## src/hdl/gpm_pkg.sv

```systemverilog
`timescale 1ns / 1ps

package gpm_pkg;

  localparam int MAX_SEGMENTS = 100;
  localparam int SEGCFG_W     = 8;
  localparam int SEG_W        = 7;
  localparam int AXIS_W       = 2;
  localparam int SCALE_W      = 16;
  localparam int CORNER_W     = 3;
  localparam int LAST_CORNER  = 5;
  localparam int FRAC_BITS    = 16;
  localparam int FRAC_W       = SEG_W + FRAC_BITS;
  localparam int ACC_W        = FRAC_W + 2;
  localparam int PROD_W       = ACC_W + SCALE_W + 1;
  localparam int POS_W        = 26;
  localparam int TEX_W        = 17;
  localparam int IDX_W        = 14;
  localparam int ROUND_SHIFT  = 8;
  localparam int ROUND_BIAS   = 1 << (ROUND_SHIFT - 1);
  localparam int ONE_Q16      = 1 << FRAC_BITS;
  localparam int HALF_Q16     = 1 << (FRAC_BITS - 1);
  localparam int QDEPTH       = 2;
  localparam int ADDR_W       = 5;
  localparam int DATA_W       = 32;
  localparam int NCOMP        = 3;

  localparam logic [AXIS_W-1:0] AXIS_X = 2'd0;
  localparam logic [AXIS_W-1:0] AXIS_Y = 2'd1;
  localparam logic [AXIS_W-1:0] AXIS_Z = 2'd2;

  localparam logic [1:0] PICK_A = 2'd0;
  localparam logic [1:0] PICK_B = 2'd1;
  localparam logic [1:0] PICK_C = 2'd2;
  localparam logic [1:0] PICK_D = 2'd3;

  typedef enum logic [2:0] {
    REG_HSEG    = 3'd0,
    REG_VSEG    = 3'd1,
    REG_HAXIS   = 3'd2,
    REG_VAXIS   = 3'd3,
    REG_FLIP    = 3'd4,
    REG_SCALE_X = 3'd5,
    REG_SCALE_Y = 3'd6,
    REG_SCALE_Z = 3'd7
  } reg_idx_t;

  typedef enum logic {
    KIND_VERTEX = 1'b0,
    KIND_CORNER = 1'b1
  } kind_t;

  typedef struct packed {
    logic [SEG_W-1:0]   hseg;
    logic [SEG_W-1:0]   vseg;
    logic [AXIS_W-1:0]  haxis;
    logic [AXIS_W-1:0]  vaxis;
    logic               flip;
    logic [SCALE_W-1:0] scale_x;
    logic [SCALE_W-1:0] scale_y;
    logic [SCALE_W-1:0] scale_z;
  } cfg_t;

  typedef struct packed {
    kind_t            kind;
    logic [SEG_W-1:0] row;
    logic [SEG_W-1:0] col;
    logic             last;
  } job_t;

  function automatic logic [SEG_W-1:0] clamp_seg(input logic [SEGCFG_W-1:0] s);
    logic [SEG_W-1:0] r;
    if (s == '0) begin
      r = SEG_W'(1);
    end else if (s > SEGCFG_W'(MAX_SEGMENTS)) begin
      r = SEG_W'(MAX_SEGMENTS);
    end else begin
      r = s[SEG_W-1:0];
    end
    return r;
  endfunction

  function automatic logic [1:0] corner_pick(input logic flip,
                                             input logic [CORNER_W-1:0] idx);
    logic [1:0] p;
    if (!flip) begin
      case (idx)
        3'd0:    p = PICK_A;
        3'd1:    p = PICK_B;
        3'd2:    p = PICK_C;
        3'd3:    p = PICK_C;
        3'd4:    p = PICK_B;
        3'd5:    p = PICK_D;
        default: p = PICK_A;
      endcase
    end else begin
      case (idx)
        3'd0:    p = PICK_A;
        3'd1:    p = PICK_C;
        3'd2:    p = PICK_B;
        3'd3:    p = PICK_C;
        3'd4:    p = PICK_D;
        3'd5:    p = PICK_B;
        default: p = PICK_A;
      endcase
    end
    return p;
  endfunction

endpackage

```

## src/hdl/grid_plane_mesh_generator.sv

```systemverilog
`timescale 1ns / 1ps
// A pull that yields a record queues one word; others queue none. Up to two
// words queue ahead. The back end takes one word at a time through the two
// bit-serial fraction dividers (one quotient bit per cycle, 23 bits), multiply
// and writeback, which waits for a free output slot, then pops the next word.
// Reset: synchronous; registers take their listed values, generator idles.

module grid_plane_mesh_generator import gpm_pkg::*; (
  input  logic                    clk,
  input  logic                    rst,
  input  logic                    req_valid,
  output logic                    req_ready,
  input  logic                    restart,
  output logic                    rec_valid,
  input  logic                    rec_ready,
  output logic                    kind,
  output logic signed [POS_W-1:0] pos_x,
  output logic signed [POS_W-1:0] pos_y,
  output logic signed [POS_W-1:0] pos_z,
  output logic [TEX_W-1:0]        tex_u,
  output logic [TEX_W-1:0]        tex_v,
  output logic [IDX_W-1:0]        vertex_index,
  output logic                    last,
  input  logic                    psel,
  input  logic                    penable,
  input  logic                    pwrite,
  input  logic [ADDR_W-1:0]       paddr,
  input  logic [DATA_W-1:0]       pwdata,
  output logic [DATA_W-1:0]       prdata,
  output logic                    pready
);

  logic [SEGCFG_W-1:0]        hseg_reg, vseg_reg;
  logic [AXIS_W-1:0]          haxis_reg, vaxis_reg;
  logic                       flip_reg;
  logic [SCALE_W-1:0]         scale_x_reg, scale_y_reg, scale_z_reg;
  reg_idx_t                   reg_idx;
  logic                       wr_en;
  cfg_t                       cfg;
  logic                       push, pop, q_empty, q_full;
  logic [$clog2(QDEPTH+1)-1:0] q_count;
  job_t                       wr_job, rd_job;
  kind_t                      rec_kind;

  assign pready  = 1'b1;
  assign reg_idx = reg_idx_t'(paddr[ADDR_W-1:2]);
  assign wr_en   = psel && penable && pwrite && pready;

  always_ff @(posedge clk) begin
    if (rst) begin
      hseg_reg    <= SEGCFG_W'(1);
      vseg_reg    <= SEGCFG_W'(1);
      haxis_reg   <= AXIS_X;
      vaxis_reg   <= AXIS_Z;
      flip_reg    <= 1'b0;
      scale_x_reg <= SCALE_W'(256);
      scale_y_reg <= SCALE_W'(256);
      scale_z_reg <= SCALE_W'(256);
    end else if (wr_en) begin
      unique case (reg_idx)
        REG_HSEG:    hseg_reg    <= pwdata[SEGCFG_W-1:0];
        REG_VSEG:    vseg_reg    <= pwdata[SEGCFG_W-1:0];
        REG_HAXIS:   haxis_reg   <= pwdata[AXIS_W-1:0];
        REG_VAXIS:   vaxis_reg   <= pwdata[AXIS_W-1:0];
        REG_FLIP:    flip_reg    <= pwdata[0];
        REG_SCALE_X: scale_x_reg <= pwdata[SCALE_W-1:0];
        REG_SCALE_Y: scale_y_reg <= pwdata[SCALE_W-1:0];
        REG_SCALE_Z: scale_z_reg <= pwdata[SCALE_W-1:0];
        default:     flip_reg    <= flip_reg;
      endcase
    end
  end

  always_comb begin
    unique case (reg_idx)
      REG_HSEG:    prdata = DATA_W'(hseg_reg);
      REG_VSEG:    prdata = DATA_W'(vseg_reg);
      REG_HAXIS:   prdata = DATA_W'(haxis_reg);
      REG_VAXIS:   prdata = DATA_W'(vaxis_reg);
      REG_FLIP:    prdata = DATA_W'(flip_reg);
      REG_SCALE_X: prdata = DATA_W'(scale_x_reg);
      REG_SCALE_Y: prdata = DATA_W'(scale_y_reg);
      REG_SCALE_Z: prdata = DATA_W'(scale_z_reg);
      default:     prdata = '0;
    endcase
  end

  always_comb begin
    cfg.hseg    = clamp_seg(hseg_reg);
    cfg.vseg    = clamp_seg(vseg_reg);
    cfg.haxis   = haxis_reg;
    cfg.vaxis   = vaxis_reg;
    cfg.flip    = flip_reg;
    cfg.scale_x = scale_x_reg;
    cfg.scale_y = scale_y_reg;
    cfg.scale_z = scale_z_reg;
  end

  gpm_front u_front (
    .clk       (clk),
    .rst       (rst),
    .req_valid (req_valid),
    .req_ready (req_ready),
    .restart   (restart),
    .cfg       (cfg),
    .q_full    (q_full),
    .push      (push),
    .job       (wr_job)
  );

  gpm_queue u_queue (
    .clk    (clk),
    .rst    (rst),
    .push   (push),
    .wr_job (wr_job),
    .pop    (pop),
    .rd_job (rd_job),
    .empty  (q_empty),
    .full   (q_full),
    .count  (q_count)
  );

  gpm_back u_back (
    .clk       (clk),
    .rst       (rst),
    .cfg       (cfg),
    .q_empty   (q_empty),
    .q_job     (rd_job),
    .pop       (pop),
    .rec_valid (rec_valid),
    .rec_ready (rec_ready),
    .rec_kind  (rec_kind),
    .rec_pos_x (pos_x),
    .rec_pos_y (pos_y),
    .rec_pos_z (pos_z),
    .rec_tex_u (tex_u),
    .rec_tex_v (tex_v),
    .rec_index (vertex_index),
    .rec_last  (last)
  );

  assign kind = rec_kind;

  a_restart_queued: assert property (@(posedge clk) disable iff (rst)
    req_valid && req_ready && restart |=> q_count != '0)
    else $error("restart word not queued");

  a_vertex_not_last: assert property (@(posedge clk) disable iff (rst)
    rec_valid && rec_kind == KIND_VERTEX |-> !last)
    else $error("vertex word marked last");

  a_corner_no_pos: assert property (@(posedge clk) disable iff (rst)
    rec_valid && rec_kind == KIND_CORNER |-> pos_x == '0 && pos_y == '0 && pos_z == '0)
    else $error("corner word carries a position");

endmodule

```

## src/hdl/gpm_front.sv

```systemverilog
`timescale 1ns / 1ps

module gpm_front import gpm_pkg::*; (
  input  logic clk,
  input  logic rst,
  input  logic req_valid,
  output logic req_ready,
  input  logic restart,
  input  cfg_t cfg,
  input  logic q_full,
  output logic push,
  output job_t job
);

  typedef enum logic [3:0] {
    PH_IDLE = 4'b0001,
    PH_VERT = 4'b0010,
    PH_CORN = 4'b0100,
    PH_DONE = 4'b1000
  } phase_t;

  phase_t              phase, phase_next;
  logic [SEG_W-1:0]    row, row_next;
  logic [SEG_W-1:0]    col, col_next;
  logic [CORNER_W-1:0] corner, corner_next;
  logic                accept;
  logic                col_end, row_end;
  logic                last_col, last_row;
  logic [1:0]          pick;

  assign req_ready = !q_full;
  assign accept    = req_valid && req_ready;

  assign col_end = ((SEG_W+1)'(col) + (SEG_W+1)'(1)) >= (SEG_W+1)'(cfg.hseg);
  assign row_end = ((SEG_W+1)'(row) + (SEG_W+1)'(1)) >= (SEG_W+1)'(cfg.vseg);

  always_comb begin
    phase_next  = phase;
    row_next    = row;
    col_next    = col;
    corner_next = corner;
    if (restart) begin
      phase_next  = PH_VERT;
      row_next    = '0;
      col_next    = '0;
      corner_next = '0;
    end else begin
      unique case (phase)
        PH_VERT: begin
          if (col >= cfg.hseg) begin
            col_next = '0;
            if (row >= cfg.vseg) begin
              row_next    = '0;
              corner_next = '0;
              phase_next  = PH_CORN;
            end else begin
              row_next = row + SEG_W'(1);
            end
          end else begin
            col_next = col + SEG_W'(1);
          end
        end
        PH_CORN: begin
          if (corner >= CORNER_W'(LAST_CORNER)) begin
            corner_next = '0;
            if (col_end) begin
              col_next = '0;
              if (row_end) begin
                row_next   = '0;
                phase_next = PH_DONE;
              end else begin
                row_next = row + SEG_W'(1);
              end
            end else begin
              col_next = col + SEG_W'(1);
            end
          end else begin
            corner_next = corner + CORNER_W'(1);
          end
        end
        default: begin
          phase_next = phase;
        end
      endcase
    end
  end

  assign last_col = ((SEG_W+1)'(col_next) + (SEG_W+1)'(1)) >= (SEG_W+1)'(cfg.hseg);
  assign last_row = ((SEG_W+1)'(row_next) + (SEG_W+1)'(1)) >= (SEG_W+1)'(cfg.vseg);
  assign pick     = corner_pick(cfg.flip, corner_next);

  always_comb begin
    push = accept && (phase_next == PH_VERT || phase_next == PH_CORN);
    if (phase_next == PH_CORN) begin
      job.kind = KIND_CORNER;
      job.row  = row_next + SEG_W'(pick[0]);
      job.col  = col_next + SEG_W'(pick[1]);
      job.last = (corner_next >= CORNER_W'(LAST_CORNER)) && last_col && last_row;
    end else begin
      job.kind = KIND_VERTEX;
      job.row  = row_next;
      job.col  = col_next;
      job.last = 1'b0;
    end
  end

  always_ff @(posedge clk) begin
    if (rst) begin
      phase  <= PH_IDLE;
      row    <= '0;
      col    <= '0;
      corner <= '0;
    end else if (accept) begin
      phase  <= phase_next;
      row    <= row_next;
      col    <= col_next;
      corner <= corner_next;
    end
  end

endmodule

```

## src/hdl/gpm_queue.sv

```systemverilog
`timescale 1ns / 1ps

module gpm_queue import gpm_pkg::*; (
  input  logic                        clk,
  input  logic                        rst,
  input  logic                        push,
  input  job_t                        wr_job,
  input  logic                        pop,
  output job_t                        rd_job,
  output logic                        empty,
  output logic                        full,
  output logic [$clog2(QDEPTH+1)-1:0] count
);

  localparam int PTR_W = $clog2(QDEPTH);
  localparam int CNT_W = $clog2(QDEPTH + 1);

  job_t             slots [QDEPTH];
  logic [PTR_W-1:0] wr_ptr, rd_ptr;

  assign empty  = (count == '0);
  assign full   = (count == CNT_W'(QDEPTH));
  assign rd_job = slots[rd_ptr];

  always_ff @(posedge clk) begin
    if (push) begin
      slots[wr_ptr] <= wr_job;
    end
  end

  always_ff @(posedge clk) begin
    if (rst) begin
      wr_ptr <= '0;
      rd_ptr <= '0;
      count  <= '0;
    end else begin
      if (push) begin
        wr_ptr <= wr_ptr + PTR_W'(1);
      end
      if (pop) begin
        rd_ptr <= rd_ptr + PTR_W'(1);
      end
      if (push && !pop) begin
        count <= count + CNT_W'(1);
      end else if (pop && !push) begin
        count <= count - CNT_W'(1);
      end
    end
  end

endmodule

```

## src/hdl/gpm_div.sv

```systemverilog
`timescale 1ns / 1ps

module gpm_div import gpm_pkg::*; (
  input  logic              clk,
  input  logic              rst,
  input  logic              start,
  input  logic [SEG_W-1:0]  k,
  input  logic [SEG_W-1:0]  n,
  output logic              done,
  output logic [FRAC_W-1:0] quot
);

  localparam int STEP_W = $clog2(FRAC_W + 1);

  logic                running;
  logic [STEP_W-1:0]   steps;
  logic [SEG_W-1:0]    dvs;
  logic [SEG_W-1:0]    rem;
  logic [FRAC_W-1:0]   num;
  logic [SEG_W:0]      trial;
  logic                ge;

  assign trial = {rem, num[FRAC_W-1]};
  assign ge    = trial >= (SEG_W+1)'(dvs);
  assign quot  = num;

  always_ff @(posedge clk) begin
    if (start) begin
      dvs <= n;
      rem <= '0;
      num <= {k, FRAC_BITS'(n >> 1)};
    end else if (running) begin
      rem <= ge ? SEG_W'(trial - (SEG_W+1)'(dvs)) : trial[SEG_W-1:0];
      num <= {num[FRAC_W-2:0], ge};
    end
  end

  always_ff @(posedge clk) begin
    if (rst) begin
      running <= 1'b0;
      steps   <= '0;
      done    <= 1'b0;
    end else begin
      done <= running && (steps == STEP_W'(1));
      if (start) begin
        running <= 1'b1;
        steps   <= STEP_W'(FRAC_W);
      end else if (running) begin
        steps <= steps - STEP_W'(1);
        if (steps == STEP_W'(1)) begin
          running <= 1'b0;
        end
      end
    end
  end

endmodule

```

## src/hdl/gpm_back.sv

```systemverilog
`timescale 1ns / 1ps

module gpm_back import gpm_pkg::*; (
  input  logic                    clk,
  input  logic                    rst,
  input  cfg_t                    cfg,
  input  logic                    q_empty,
  input  job_t                    q_job,
  output logic                    pop,
  output logic                    rec_valid,
  input  logic                    rec_ready,
  output kind_t                   rec_kind,
  output logic signed [POS_W-1:0] rec_pos_x,
  output logic signed [POS_W-1:0] rec_pos_y,
  output logic signed [POS_W-1:0] rec_pos_z,
  output logic [TEX_W-1:0]        rec_tex_u,
  output logic [TEX_W-1:0]        rec_tex_v,
  output logic [IDX_W-1:0]        rec_index,
  output logic                    rec_last
);

  typedef enum logic [3:0] {
    B_IDLE = 4'b0001,
    B_DIV  = 4'b0010,
    B_MUL  = 4'b0100,
    B_WB   = 4'b1000
  } bstate_t;

  bstate_t                    state;
  job_t                       cur;
  logic                       du_done, dv_done;
  logic [FRAC_W-1:0]          fu_q, fv_q;
  logic [FRAC_W-1:0]          fu, fv;
  logic signed [ACC_W-1:0]    acc [NCOMP];
  logic signed [ACC_W-1:0]    acc_next [NCOMP];
  logic signed [PROD_W-1:0]   prod [NCOMP];
  logic signed [PROD_W-1:0]   rnd [NCOMP];
  logic [SCALE_W-1:0]         scale [NCOMP];
  logic [2*SEG_W+1:0]         idx_full;
  logic                       slot_free;

  assign pop       = (state == B_IDLE) && !q_empty;
  assign slot_free = !rec_valid || rec_ready;

  assign scale[0] = cfg.scale_x;
  assign scale[1] = cfg.scale_y;
  assign scale[2] = cfg.scale_z;

  gpm_div u_div_u (
    .clk   (clk),
    .rst   (rst),
    .start (pop),
    .k     (q_job.col),
    .n     (cfg.hseg),
    .done  (du_done),
    .quot  (fu_q)
  );

  gpm_div u_div_v (
    .clk   (clk),
    .rst   (rst),
    .start (pop),
    .k     (q_job.row),
    .n     (cfg.vseg),
    .done  (dv_done),
    .quot  (fv_q)
  );

  always_comb begin
    for (int i = 0; i < NCOMP; i++) begin
      acc_next[i] = (AXIS_W'(i) == AXIS_Y) ? '0 : -ACC_W'(HALF_Q16);
      if (cfg.haxis == AXIS_W'(i)) begin
        acc_next[i] = acc_next[i] + ACC_W'(fu_q);
      end
      if (cfg.vaxis == AXIS_W'(i)) begin
        acc_next[i] = acc_next[i] + ACC_W'(fv_q);
      end
    end
    for (int i = 0; i < NCOMP; i++) begin
      rnd[i] = prod[i] + PROD_W'(ROUND_BIAS);
    end
  end

  always_ff @(posedge clk) begin
    if (pop) begin
      cur <= q_job;
    end
    if (state == B_DIV && du_done && dv_done) begin
      fu <= fu_q;
      fv <= fv_q;
      for (int i = 0; i < NCOMP; i++) begin
        acc[i] <= acc_next[i];
      end
    end
    if (state == B_MUL) begin
      for (int i = 0; i < NCOMP; i++) begin
        prod[i] <= PROD_W'(acc[i]) * PROD_W'($signed({1'b0, scale[i]}));
      end
      idx_full <= (2*SEG_W+2)'(cur.row) * (2*SEG_W+2)'(cfg.hseg + SEG_W'(1))
                  + (2*SEG_W+2)'(cur.col);
    end
    if (state == B_WB && slot_free) begin
      rec_kind  <= cur.kind;
      rec_tex_u <= fu[TEX_W-1:0];
      rec_tex_v <= TEX_W'(ONE_Q16) - fv[TEX_W-1:0];
      rec_index <= idx_full[IDX_W-1:0];
      rec_last  <= cur.last;
      if (cur.kind == KIND_CORNER) begin
        rec_pos_x <= '0;
        rec_pos_y <= '0;
        rec_pos_z <= '0;
      end else begin
        rec_pos_x <= rnd[0][ROUND_SHIFT +: POS_W];
        rec_pos_y <= rnd[1][ROUND_SHIFT +: POS_W];
        rec_pos_z <= rnd[2][ROUND_SHIFT +: POS_W];
      end
    end
  end

  always_ff @(posedge clk) begin
    if (rst) begin
      state     <= B_IDLE;
      rec_valid <= 1'b0;
    end else begin
      unique case (state)
        B_IDLE: begin
          if (pop) begin
            state <= B_DIV;
          end
        end
        B_DIV: begin
          if (du_done && dv_done) begin
            state <= B_MUL;
          end
        end
        B_MUL: begin
          state <= B_WB;
        end
        B_WB: begin
          if (slot_free) begin
            state <= B_IDLE;
          end
        end
        default: begin
          state <= B_IDLE;
        end
      endcase
      if (state == B_WB && slot_free) begin
        rec_valid <= 1'b1;
      end else if (rec_ready) begin
        rec_valid <= 1'b0;
      end
    end
  end

endmodule

```

## config.mk

```make
export PLATFORM = sky130hd
export DESIGN_NAME = grid_plane_mesh_generator
export DESIGN_NICKNAME = d
export VERILOG_FILES = /design/src/hdl/gpm_pkg.sv /design/src/hdl/grid_plane_mesh_generator.sv /design/src/hdl/gpm_front.sv /design/src/hdl/gpm_queue.sv /design/src/hdl/gpm_div.sv /design/src/hdl/gpm_back.sv
export SDC_FILE = /design/constraint.sdc
export NUM_CORES = 2
export LEC_CHECK = 0
export BUFFER_PORTS_ARGS = -buffer_cell sky130_fd_sc_hd__buf_4
export CAP_MARGIN = 40
export CORE_ASPECT_RATIO = 2
export CORE_UTILIZATION = 50
export CTS_BUF_LIST = sky130_fd_sc_hd__clkbuf_4 sky130_fd_sc_hd__clkbuf_8
export DETAILED_ROUTE_END_ITERATION = 7
export GPL_TIMING_DRIVEN = 0
export PLACE_DENSITY = 0.66
export SYNTH_ARGS = -nofsm -noshare
export SYNTH_HDL_FRONTEND = slang
export SYNTH_SLANG_ARGS = --single-unit
```

## constraint.sdc

```tcl
create_clock -name clk -period 23 [get_ports clk]
set_input_delay 1.15 -clock clk [delete_from_list [all_inputs] [get_ports clk]]
set_output_delay 1.15 -clock clk [all_outputs]
set_load 0.005 [all_outputs]
```

==> results_dict.tcl <==
set metrics [dict create \
    status "completed" \
    ios 208 \
    synth_common_cells "inv_1 (1158), nand2_1 (1128), fa_1 (975)" \
    antenna_found_initial 4 \
    synth_edf_count 419 \
    fp.coreArea_um2 130000 \
    criticalPathCategory "flip-flop to flip-flop" \
    synthToLayoutAreaGrowth_pct 9.22 \
    dr.max_layer_used "met5" \
    required_ns 23.53 \
    largest_reg_flops 81 \
    crit_start "scale_z_reg[3]" \
    regMostFlops "u_back.prod" \
    syn_area_per_cell_um2 9.44 \
    die_area_um2 132000 \
    synth_most_common_cell "inv_1" \
    fin_setup_tns_ns 0 \
    vias 49434 \
    cts_resized 0 \
    postCtsSetupBuffers 0 \
    portBuffers 168 \
    cts_tree "done" \
    crit_top_cell "fa_1" \
    ys_seq_elements 567 \
    critPathMaxFanout 10 \
    synth_area_um2 65200 \
    multi_input_area_um2 44100 \
    start_util 0.503 \
    post-route-min-period_ns 8.08 \
    finalSetupViolations 0 \
    yosys.area.top_type "fa_1" \
    place_hpwl_um 166000 \
    crit_path_max_incr_delay_ns 0.74 \
    synth_ff_type "edfxtp_1" \
    seq_area_um2 15500 \
    clk-insertion-delay-late_ns 0.81 \
    hold_ws_ns 0.403 \
    top_regs "u_back.prod x81, u_back.acc x74, u_queue.slots x32" \
    hold_end "u_back.rec_index[10]" \
    die_h_um 513 \
    htreeDepth 3 \
    wl_met2_um 106000 \
    async_flop_share 0 \
    drc_errors 0 \
    ys_seq_area_frac 0.238 \
    hp-start "u_back.idx_full[10]" \
    tightest_slew_ns 0.982 \
    finalCritPeriodShare 0.351 \
    clock_path_buffers 3 \
    r2r_setup_slack_ns 14.92 \
    drt-initial-drc-count 2713 \
    hold_viol 0 \
    irDropWorstVdd_v 0.0000522 \
    wl_met1_um 65800 \
    place_congestion 0.994 \
    die_x_um 257 \
    nets 8706 \
    worst_setup_path_end_kind "flip-flop" \
    drt_wl_total_um 200000 \
    hold_buffers 0 \
    finalMaxSlewViolations 0 \
    rsz0062_at_grt "no" \
    vias_per_cell 5.48 \
    grt_pass1_vias 53283 \
    drv_cap 0 \
    post_drt_wl_per_cell_um 22.2 \
    row_count 187 \
    slowest_stage "clkbuf_1" \
    synth_top_area_frac 0.299 \
    synthCells 6907 \
    root_buffer "clkbuf_8" \
    max_clock_freq_mhz 124 \
    detail-route-antenna-nets 0 \
    path_clk_slew_ns 0.08 \
    worstPathArrival_ns 8.62 \
    synth.distinct_cells 86 \
    grt_usage 0.312 \
    rr_worst_depth 25 \
    hold_class "flip-flop to flip-flop" \
    fill_cells 12027 \
    p_leak_uw 0.0311 \
    grt_pass1_wl_um 307000 \
    r2r_end "u_back.prod[0][117]" \
    drtPass1Iterations 8 \
    numCtsBuffers 87 \
    drive_gt1_frac 0.0663 \
    gr-total-overflow 0 \
    finClkSkew_ns 0.0461 \
    cp-start-kind "flip-flop" \
    p_per_area_nw_per_um2 51.2 \
    grt_max_degree 40 \
    path_delay_family "adder cells" \
    hold_depth 0 \
    synthTopCellsByArea "fa_1 (30%), edfxtp_1 (19%), ha_1 (8.6%), inv_1 (6.7%), nand2_1 (6.5%)" \
    ys_warn_count 0 \
    path_buf_inv 7 \
    worstReg2RegStart "scale_z_reg[3]" \
    slew-limit-headroom 0.345 \
    wl_met3_um 8620 \
    cts.sinks 567 \
]
[power by group]
group	switching (uW)	leakage, uW	internal (uW)
sequential	148	0.00492	1250
clock	456	0.00103	499
combinational	792	0.0251	506
[per-stage QoR]
| step | setup WS, ns | total power (uW) | instances | utilization | area, um^2 |
|---|---|---|---|---|---|
| global placement | 3.41 | 2650 | 8797 | 0.530 | 68700 |
| finish | 14.92 | 3650 | 9021 | 0.550 | 71200 |
| detailed placement | 14.97 | 2700 | 8852 | 0.535 | 69300 |
| CTS | 15.00 | 3660 | 9015 | 0.550 | 71200 |
| floorplan | 11.89 | 2240 | 6928 | - | 65300 |
| global route | 14.61 | 3860 | 9017 | 0.550 | 71200 |
[cell type report]
| class | count | area share |
|---|---|---|
| buffer | 324 | 0.0181 |
| clock buffer | 123 | 0.0217 |
| timing repair buffer | 223 | 0.0258 |
| tap | 1701 | 0.0299 |
| inverter | 1158 | 0.0610 |
| multi-input combinational | 4879 | 0.620 |
| clock inverter | 40 | 0.00550 |
| antenna | 6 | 0.000211 |
| sequential | 567 | 0.218 |
[layer usage]
layer | vias to the layer above | global-route usage
met5 | - | 0
met4 | 2 | 0.261
met3 | 725 | 0.0334
met2 | 1590 | 0.574
met1 | 24802 | 0.312
li1 | 22315 | -
[cells in the final DEF, fill, tap and decap left out, types with 99 or more instances in the layout]
cell type and n:
inv_1 1158, nand2_1 1128, fa_1 975, and2_1 505, ha_1 446, edfxtp_1 419, nor2_1 303, clkbuf_1 288
a21oi_1 238, buf_4 206, xnor2_1 175, o21ai_0 166, dfxtp_1 148, xor2_1 138, clkbuf_8 99
[worst max-delay path by stage]
stage | cells after the start | end | slack [ns]
after floorplan | 2 | u_back.state[0] | 11.89
after global placement | 2 | u_back.state[0] | 3.41
after detailed placement | 25 | u_back.prod[0][117] | 14.97
after CTS | 25 | u_back.prod[0][117] | 15.00
after global routing | 25 | u_back.prod[0][117] | 14.61
final | 25 | u_back.prod[0][117] | 14.92
[cell families after synthesis]
family,synth area share
AOI/OAI and AO/OA,0.0647
and+or+nand+nor,0.171
DFF,0.238
other,0.000115
adders and majority gates,0.385
buffers and inverters,0.0864
xor gates and xnor gates,0.0420
muxes,0.0129
Note: power is estimated with default switching activity, not from simulation.
